[config.mk]
export PLATFORM = sky130hd
export DESIGN_NAME = mbe_issue
export DESIGN_NICKNAME = d
export VERILOG_FILES = /design/src/rtl/mbe_pkg.sv /design/src/rtl/mbe_issue.sv
export SDC_FILE = /design/constraint.sdc
export NUM_CORES = 1
export LEC_CHECK = 0
export ABC_AREA = 1
export ABC_CLOCK_PERIOD_IN_PS = 8960
export BUFFER_PORTS_ARGS = -buffer_cell sky130_fd_sc_hd__buf_2
export CORE_ASPECT_RATIO = 0.75
export CORE_UTILIZATION = 45
export DETAILED_ROUTE_END_ITERATION = 12
export PLACE_DENSITY = 0.69
export SYNTH_ARGS = -nofsm -noshare
export SYNTH_HDL_FRONTEND = slang
export SYNTH_SLANG_ARGS = --single-unit
[constraint.sdc]
create_clock -name clk -period 8.96 [get_ports clk]
set_clock_uncertainty 0.15 [all_clocks]
set_input_delay 1.792 -clock clk [delete_from_list [all_inputs] [get_ports clk]]
set_output_delay 1.792 -clock clk [all_outputs]
set_load 0.005 [all_outputs]
[src/rtl/mbe_pkg.sv]
// Package for the multilinear basis evaluator: item structs, pipeline
// control structs, register indexes and chain numbering.
// No dependencies; every other file of the block uses it.
package mbe_pkg;

  localparam int COORD_W  = 32;
  localparam int DIFF_W   = COORD_W + 1;
  localparam int INDEX_W  = 3;
  localparam int NUM_DIMS = 3;
  localparam int NUM_CHAINS = NUM_DIMS + 1;

  localparam int CFG_INDEX_W = 2;
  localparam int CFG_DATA_W  = 8;

  // Register indexes of the configuration port.
  localparam logic [CFG_INDEX_W-1:0] CFG_SPACE_DIMS  = 2'd0;
  localparam logic [CFG_INDEX_W-1:0] CFG_POLY_DEGREE = 2'd1;

  localparam logic [1:0] DIMS_RESET   = 2'd3;
  localparam logic       DEGREE_RESET = 1'b1;

  // Product chains: the basis value first, then one chain per gradient component.
  localparam int CH_VALUE = 0;
  localparam int CH_GRAD0 = 1;

  typedef struct packed {
    logic signed [COORD_W-1:0] point_x;
    logic signed [COORD_W-1:0] point_y;
    logic signed [COORD_W-1:0] point_z;
    logic signed [COORD_W-1:0] center_x;
    logic signed [COORD_W-1:0] center_y;
    logic signed [COORD_W-1:0] center_z;
  } in_item_t;

  typedef struct packed {
    logic [INDEX_W-1:0]        basis_index;
    logic signed [COORD_W-1:0] basis_value;
    logic signed [COORD_W-1:0] grad_x;
    logic signed [COORD_W-1:0] grad_y;
    logic signed [COORD_W-1:0] grad_z;
    logic                      last_basis;
  } out_item_t;

  // What travels beside the partial products through the multiply stages.
  typedef struct packed {
    logic [INDEX_W-1:0]  index;
    logic                last;
    logic [NUM_DIMS-1:0] gmask;
    logic                sel_last;
    logic [COORD_W-1:0]  fac_last;
  } ctrl_t;

  // One issued basis function: its selected factors and control.
  typedef struct packed {
    logic                              vld;
    logic [NUM_DIMS-1:0][COORD_W-1:0]  fac;
    logic [NUM_DIMS-1:0]               sel;
    logic [NUM_DIMS-1:0]               gmask;
    logic [INDEX_W-1:0]                index;
    logic                              last;
  } issue_t;

endpackage

[src/rtl/mbe_issue.sv]
// Input holding register and basis sequencer of the multilinear basis evaluator.
// Forms the per-dimension factors and issues one basis function per cycle while adv is high.
// Depends on mbe_pkg.
module mbe_issue #(
  parameter int FRAC_BITS = 16,
  parameter int MAX_DIMS  = 3
) (
  input  logic              clk,
  input  logic              rst,
  input  logic              in_valid,
  output logic              in_ready,
  input  mbe_pkg::in_item_t in_data,
  input  logic [1:0]        space_dims,
  input  logic              poly_degree,
  input  logic              adv,
  output mbe_pkg::issue_t   iss
);

  localparam int SUM_W = mbe_pkg::DIFF_W + 2;
  localparam logic signed [mbe_pkg::COORD_W-1:0] ONE =
    mbe_pkg::COORD_W'(1) << FRAC_BITS;
  localparam logic signed [SUM_W-1:0] HALF = SUM_W'(1) << (FRAC_BITS - 1);
  localparam logic signed [SUM_W-1:0] SAT_MAX = SUM_W'(32'sh7FFF_FFFF);
  localparam logic signed [SUM_W-1:0] SAT_MIN = -(SUM_W'(1) << (mbe_pkg::COORD_W - 1));
  localparam logic [1:0] DIMS_CAP = 2'(MAX_DIMS);

  logic                                              hold_vld;
  logic [mbe_pkg::NUM_DIMS-1:0][mbe_pkg::DIFF_W-1:0] diff;
  logic [mbe_pkg::INDEX_W-1:0]                       k;

  logic [1:0]                                        dims;
  logic [mbe_pkg::INDEX_W-1:0]                       last_k;
  logic                                              take;
  logic                                              done;
  logic [mbe_pkg::NUM_DIMS-1:0][mbe_pkg::COORD_W-1:0] fac_next;
  logic [mbe_pkg::NUM_DIMS-1:0]                      sel_next;
  logic [mbe_pkg::NUM_DIMS-1:0]                      gmask_next;

  always_comb begin
    if (space_dims == 2'd0) begin
      dims = 2'd1;
    end else if (space_dims > DIMS_CAP) begin
      dims = DIMS_CAP;
    end else begin
      dims = space_dims;
    end
    if (!poly_degree) begin
      last_k = '0;
    end else begin
      case (dims)
        2'd1:    last_k = 3'd1;
        2'd2:    last_k = 3'd3;
        default: last_k = 3'd7;
      endcase
    end
  end

  assign take     = hold_vld && adv;
  assign done     = take && (k == last_k);
  assign in_ready = !hold_vld || done;

  // Factor for each dimension: 0.5 - d or 0.5 + d, saturated; unused dimensions
  // and degree zero contribute 1.0, which leaves a product unchanged.
  always_comb begin
    logic [1:0]               bitpos;
    logic signed [SUM_W-1:0]  dext;
    logic signed [SUM_W-1:0]  sum;
    for (int dd = 0; dd < mbe_pkg::NUM_DIMS; dd++) begin
      bitpos = 2'(dims - 2'(dd) - 2'd1);
      dext   = SUM_W'($signed(diff[dd]));
      sum    = '0;
      sel_next[dd]   = 1'b0;
      fac_next[dd]   = ONE;
      gmask_next[dd] = poly_degree && (2'(dd) < dims);
      if (gmask_next[dd]) begin
        sel_next[dd] = k[bitpos];
        sum = sel_next[dd] ? (HALF + dext) : (HALF - dext);
        if (sum > SAT_MAX) begin
          fac_next[dd] = SAT_MAX[mbe_pkg::COORD_W-1:0];
        end else if (sum < SAT_MIN) begin
          fac_next[dd] = SAT_MIN[mbe_pkg::COORD_W-1:0];
        end else begin
          fac_next[dd] = sum[mbe_pkg::COORD_W-1:0];
        end
      end
    end
  end

  always_ff @(posedge clk) begin
    if (rst) begin
      hold_vld <= 1'b0;
      k        <= '0;
      iss.vld  <= 1'b0;
    end else begin
      if (in_valid && in_ready) begin
        hold_vld <= 1'b1;
      end else if (done) begin
        hold_vld <= 1'b0;
      end
      if (take) begin
        k <= done ? '0 : 3'(k + 3'd1);
      end
      if (adv) begin
        iss.vld <= hold_vld;
      end
    end
    if (in_valid && in_ready) begin
      diff[0] <= mbe_pkg::DIFF_W'(in_data.point_x) - mbe_pkg::DIFF_W'(in_data.center_x);
      diff[1] <= mbe_pkg::DIFF_W'(in_data.point_y) - mbe_pkg::DIFF_W'(in_data.center_y);
      diff[2] <= mbe_pkg::DIFF_W'(in_data.point_z) - mbe_pkg::DIFF_W'(in_data.center_z);
    end
    if (adv) begin
      iss.fac   <= fac_next;
      iss.sel   <= sel_next;
      iss.gmask <= gmask_next;
      iss.index <= k;
      iss.last  <= (k == last_k);
    end
  end

endmodule

==> flow_summary.toml, run 1 <==
[outcome]
status = "finished, final reports clean"

[clocking]
clk_path_buf_depth = 3
cts_max_level = 1
clk_latency_ns = 0.53
cts_tree = "built"
cts_sinks = 210
cts_setup_buffers = 0
post_cts_resized = 0
cts-buffers-inserted = 22
clockRootBuffer = "clkbuf_16"
clk_pin_slew_ns = 0.06
postCtsHoldBufs = 0

[routing]
drt_iter0_markers = 1300
routedWlPerCell_um = 16.1
via_per_inst = 5.18
vias = 16300
postRouteAntennaNets = 0
routed_wl_um = 50800
drc = 0
dr.pass1.iters = 5

[pwr]
p_per_area_mw_per_mm2 = 155
switchingPower_uw = 1030
ir_drop_mv = 0.113
swShare_pct = 33.7
leakagePower_uw = 0.00967
p_clk_share_pct = 28.9
p_seq_share_pct = 42.7
p_comb_share_pct = 28.5
internal_power_uw = 2040
p_total_uw = 3070

[timing]
fin_ws_ns = 2.69
fin_crit_ns = 6.27
setup_tns_ns = 0
fmax_ghz = 0.160
post-route-period-util_pct = 69.9
rsz0062_at_grt = "false"
worst_slew_pin_slew_ns = 1.07
maxSlewViolCount = 0
relSlewSlack_pct = 28.3
finalSetupViolCount = 0
finalHoldViolCount = 0

[floorplanning]
fp-row-count = 61
core-area_mm2 = 0.0373
die_height_um = 171
start_util_pct = 46.0
fp.dieArea_mm2 = 0.0390
chipWidth_um = 228
ioPinCount = 307

[logic_synthesis]
synth-seq-area-share_pct = 36.4
synth_top_area_share_pct = 35.8
syn-cell-area_mm2 = 0.0172
syn_nets = 2646
synth_seq_cells = 210
synth_edf_count = 205
synth_area_leader_cell = "edfxtp_1"
synthArstFlopShare_pct = 0
synthCells = 2335
ys_types = 49
syn_area_per_cell_um2 = 7.36
ys.warnings.count = 0
netlist_top_cells_area = "edfxtp_1, nand2_1, ha_1, inv_1, nor2_1"
synthFlopType = "edfxtp_1"

[flow_run]
maxCapViolCount = 0

[setup_path]
path_common_cell = "nand2_1"
worst_ep_required_time_ns = 7.02
startpoint_type = "input port"
path_class = "in -> out"
arrival_ns = 4.32
crit_chain = "buf_2 -> nand2_1 -> xnor2_1 -> or3_1 -> inv_1 -> nand2_1 -> nand2_1 -> buf_2"
max_stage_delay_ns = 0.77
critPathSlowestCell = "nand2_1"
worst_r2r_path_depth = 9
end_kind = "output port"
worstPathMaxFanout = 37

[global_route]
grt_overflow = 0
grt_pass1_wl_um = 78900
antenna_found_initial = 0
grt_max_degree = 82
grt_pass1_vias = 14900
grt_usage_pct = 25.7

[placed_design]
port_buffers = 306
dp_cells = 3105
dp_slack_ns = 2.74
dp_hpwl_um = 42000
gp_congestion = 0.955

[cells_and_area]
fill_cells = 3646
nets = 2936
antenna_cells = 0
syn_to_final_growth_pct = 15.6
finalNonFillerCells = 3145
drive_gt1_share_pct = 14.2
final_core_util_pct = 53.2

[hold_path]
hold_depth = 2
hp-class = "reg -> reg"
## path summary, 6_finish.rpt
check | start | end | slack (ns)
worst max-delay path | poly_degree | in_ready | 2.69
worst min-delay path | iss[106] | iss[106] | 0.31
worst max register to register | k[0] | iss[67] | 5.30
worst min register to register | iss[106] | iss[106] | 0.31
## worst max-delay path, delay by kind of cell
family        cells  cell delay, ns
simple gates      4            1.47
buf+inv           3            0.73
xor+xnor          1            0.32
## flip-flops by register name, indices dropped and copies added, names as in the netlist
name / cells
diff: 99
hold_vld: 1
iss: 107
k: 3
## kinds of logic (layout without fill, tap and decap cells)
group	Yosys count	count (layout)	share of synthesized area, %
AO/OA/AOI/OAI	358	358	11.6
XOR/XNOR	150	150	7.65
adder cells (fa/ha/maj)	112	112	8.29
buffers and inverters	374	680	8.51
flip-flops	210	210	36.4
AND/OR/NAND/NOR	1131	1131	27.5
## cell usage in the layout (no fill, tap or decap), types with 9 or more instances in the layout
cell,netlist,final
buf_2,22,305
ha_1,109,109
nor2_2,12,13
nand2_1,588,588
inv_1,326,326
clkbuf_16,0,22
o211ai_1,12,12
nand4_1,31,31
a31oi_1,10,10
nor3_1,39,39
o21bai_1,9,9
o21ai_0,110,110
nand3_1,166,166
xnor2_1,42,42
nor2_1,259,258
o21a_1,13,13
edfxtp_1,205,205
nand3b_1,9,9
a21boi_0,12,12
xor2_1,108,108
a21oi_1,162,161
## cell usage after synthesis (17+ instances only)
cell and count:
buf_2 22, edfxtp_1 205, a21oi_1 162, ha_1 109
inv_1 326, nor3_1 39, nor2_1 259, nand2_1 588
o21ai_0 110, xnor2_1 42, nand3_1 166, clkbuf_1 17
nand4_1 31, xor2_1 108
## power groups by stage
stage | combinational [uW] | clock [uW] | sequential (uW)
after floorplan | 574 | 0 | 1300
after global placement | 858 | 0 | 1330
after detailed placement | 864 | 0 | 1330
after CTS | 868 | 905 | 1310
after global routing | 981 | 938 | 1320
final | 875 | 887 | 1310
## layout make-up
type | instances | area (um2) | area share, %
Tap cell | 504 | 631 | 3.17
Clock inverter | 16 | 139 | 0.699
Inverter | 330 | 1240 | 6.24
Clock buffer | 24 | 558 | 2.81
Sequential cell | 210 | 6260 | 31.5
Timing Repair Buffer | 310 | 1560 | 7.87
Multi-Input combinational cell | 1751 | 9480 | 47.7
## stage by stage
step,hold WS [ns],cell area [um2]
6_report,0.313,19900
3_3_place_gp,0.307,19200
4_1_cts,0.316,19900
3_5_place_dp,0.306,19200
5_1_grt,0.336,19900
2_1_floorplan,0.299,17200
## per-layer routing
layer | share of wire (%) | wire, um | vias up | GRT usage [%]
li1 | - | - | 8311 | -
met1 | 51 | 25800 | 7461 | 39.7
met2 | 42 | 21400 | 491 | 38.7
met3 | 5.7 | 2880 | 40 | 2.77
met4 | 1.5 | 757 | 0 | 4.49
met5 | 0 | 0 | - | 0
(Power assumes the default switching activity.)
==> run 2, diff against run 1 <==
Settings changed: ABC_AREA 1 to 0, ABC_CLOCK_PERIOD_IN_PS 8960 to 5200, PLACE_DENSITY 0.69 to 0.7.
Clock period 8.96 ns to 5.2 ns, I/O delays scaled along.
==> flow_summary.toml, run 2 <==
[outcome]
status = "finished, final reports clean"

[setup_path]
path_class = "reg -> reg"
end_kind = "flip-flop"
arrival_ns = 4.17
worstPathMaxFanout = 30
crit_chain = "nor4_1 -> a41oi_1 -> nand3b_1 -> nor3_1 -> o22ai_1 -> xnor2_1 -> o21ai_0 -> nand2_1 -> o21ai_0"
path_delay_family = "simple AND/OR/NAND/NOR gates"
worst_ep_required_time_ns = 5.23
path_common_cell = "o21ai_0"
max_stage_delay_ns = 0.76
cp_num_buf_inv = 0
startpoint_type = "flip-flop"
critPathSlowestCell = "nand2_1"

[logic_synthesis]
synthTopCellsByCount = "edfxtp_1, inv_1, o21ai_0, a21oi_1, xnor2_1"
syn_area_per_cell_um2 = 9.52
synthFlopType = "edfxtp_1"
syn_nets = 1904
synth_area_leader_cell = "edfxtp_1"
post-synth-top-count-cell = "edfxtp_1"
synthArstFlopShare_pct = 0
synth_top_area_share_pct = 40.6
synth-seq-area-share_pct = 41.3
netlist_top_cells_area = "edfxtp_1, ha_1, xnor2_1, o21ai_0, a21oi_1"
synth_edf_count = 205
synthCells = 1593
synth_seq_cells = 210
ys_types = 74
ys.warnings.count = 0
syn-cell-area_mm2 = 0.0152

[global_route]
grt_pass1_wl_um = 59600
grt_overflow = 0
antenna_found_initial = 2
grt_usage_pct = 20.9
grt_pass1_vias = 11700
grt_max_degree = 67

[pwr]
p_clk_share_pct = 29.4
p_total_uw = 4890
p_per_area_mw_per_mm2 = 276
p_seq_share_pct = 46.3
swShare_pct = 29.6
p_comb_share_pct = 24.3
leakagePower_uw = 0.00776
internal_power_uw = 3440
switchingPower_uw = 1450
ir_drop_mv = 0.212

[timing]
finalHoldViolCount = 0
fin_ws_ns = 1.07
worst_slew_pin_slew_ns = 1.07
post-route-period-util_pct = 79.5
finalSetupViolCount = 0
fmax_ghz = 0.242
holdWs_ns = 0.337
fin_crit_ns = 4.13
relSlewSlack_pct = 28.8
setup_tns_ns = 0
rsz0062_at_grt = "false"
maxSlewViolCount = 0

[routing]
routedWlPerCell_um = 15.8
drt_iter0_markers = 803
drc = 0
via_per_inst = 5.45
routed_wl_um = 37000
dr.pass1.iters = 5
postRouteAntennaNets = 0
vias = 12800

[floorplanning]
die_height_um = 161
start_util_pct = 46.2
fp.dieArea_mm2 = 0.0344
fp-row-count = 57
chipWidth_um = 214
ioPinCount = 307
core-area_mm2 = 0.0328

[clocking]
post_cts_resized = 0
cts_setup_buffers = 0
clk_path_buf_depth = 3
postCtsHoldBufs = 0
clockRootBuffer = "clkbuf_16"
cts_sinks = 210
clk_pin_slew_ns = 0.06
cts_max_level = 1
cts_tree = "built"
cts-buffers-inserted = 23
clk_latency_ns = 0.50

[placed_design]
placed_area_mm2 = 0.0171
gp_congestion = 0.898
port_buffers = 306
dp_slack_ns = 0.761
dp_hpwl_um = 29200

[cells_and_area]
layout_commonest_cell = "buf_2"
mostFrequentLayoutCells = "buf_2, edfxtp_1, inv_1"
reg_top3 = "iss: 107 flops, diff: 99 flops, k: 3 flops"
nets = 2194
largest-register = "iss"
syn_to_final_growth_pct = 17.0
post-route-cell-area_mm2 = 0.0177
largest_reg_flops = 107
drive_gt1_share_pct = 21.2

[hold_path]
hp-class = "reg -> reg"

[flow_run]
maxCapViolCount = 0
-- run 2: cell types whose count changed after synthesis, moves of 28 or more --
cell     change
xnor2_1     +71
o21ai_0     +30
a21oi_1     -29
nand2_1    -503
xor2_1      -59
inv_1      -170
nand3_1    -126
nor2_1     -150
o21ai_2     +28
-- run 2: worst paths after layout --
path,start,slack [ns],cells past startpoint,to
setup / recovery,diff[42],1.07,9,iss[49]
hold / removal,iss[106],0.34,2,iss[106]
setup reg to reg,diff[42],1.07,9,iss[49]
hold reg to reg,iss[106],0.34,2,iss[106]
-- run 2: cell families after synthesis --
| group | after synthesis | synth area share (%) |
|---|---|---|
| compound gates | 488 | 20.4 |
| simple gates | 405 | 13.4 |
| flops | 210 | 41.3 |
| buf+inv | 206 | 5.51 |
| xor+xnor | 162 | 9.36 |
| fa+ha+maj | 112 | 9.39 |
| mux | 10 | 0.668 |
-- run 2: cell type report --
class	count	area (um2)
Antenna cell	2	5.00
Clock buffer	27	591
Clock inverter	13	67.6
Fill cell	2991	15100
Inverter	157	589
Multi-Input combinational cell	1177	8090
Sequential cell	210	6260
Tap cell	442	553
Timing Repair Buffer	314	1590
-- run 2: layer usage --
| metal | up-vias | share of wire (%) | GRT usage, % | routed length (um) |
|---|---|---|---|---|
| li1 | 6416 | - | - | - |
| met1 | 5883 | 46 | 29.8 | 17200 |
| met2 | 397 | 45 | 33.3 | 16800 |
| met3 | 62 | 5.6 | 2.56 | 2080 |
| met4 | 0 | 2.7 | 5.85 | 1010 |
| met5 | - | 0 | 0 | 0 |
-- run 2: power by group through the flow --
| stage | Clock [uW] | Combinational [uW] | Sequential (uW) |
|---|---|---|---|
| after floorplan | 0 | 820 | 2250 |
| after global placement | 0 | 1160 | 2290 |
| after detailed placement | 0 | 1190 | 2300 |
| after CTS | 1480 | 1190 | 2260 |
| after global routing | 1540 | 1330 | 2280 |
| final | 1440 | 1190 | 2270 |
-- run 2: through the flow --
| stage | cells | utilization (%) |
|---|---|---|
| 6_report | 2342 | 54.1 |
| 5_1_grt | 2342 | 54.1 |
| 4_1_cts | 2340 | 54.1 |
| 3_5_place_dp | 2300 | 52.1 |
| 3_3_place_gp | 2300 | 52.1 |
| 2_1_floorplan | 1593 | - |
-- run 2: worst register-to-register path: stages, from the launching register on --
cell	delay (ns)
edfxtp_1	0.45
nor4_1	0.59
a41oi_1	0.42
nand3b_1	0.41
nor3_1	0.26
o22ai_1	0.13
xnor2_1	0.23
o21ai_0	0.14
nand2_1	0.76
o21ai_0	0.29
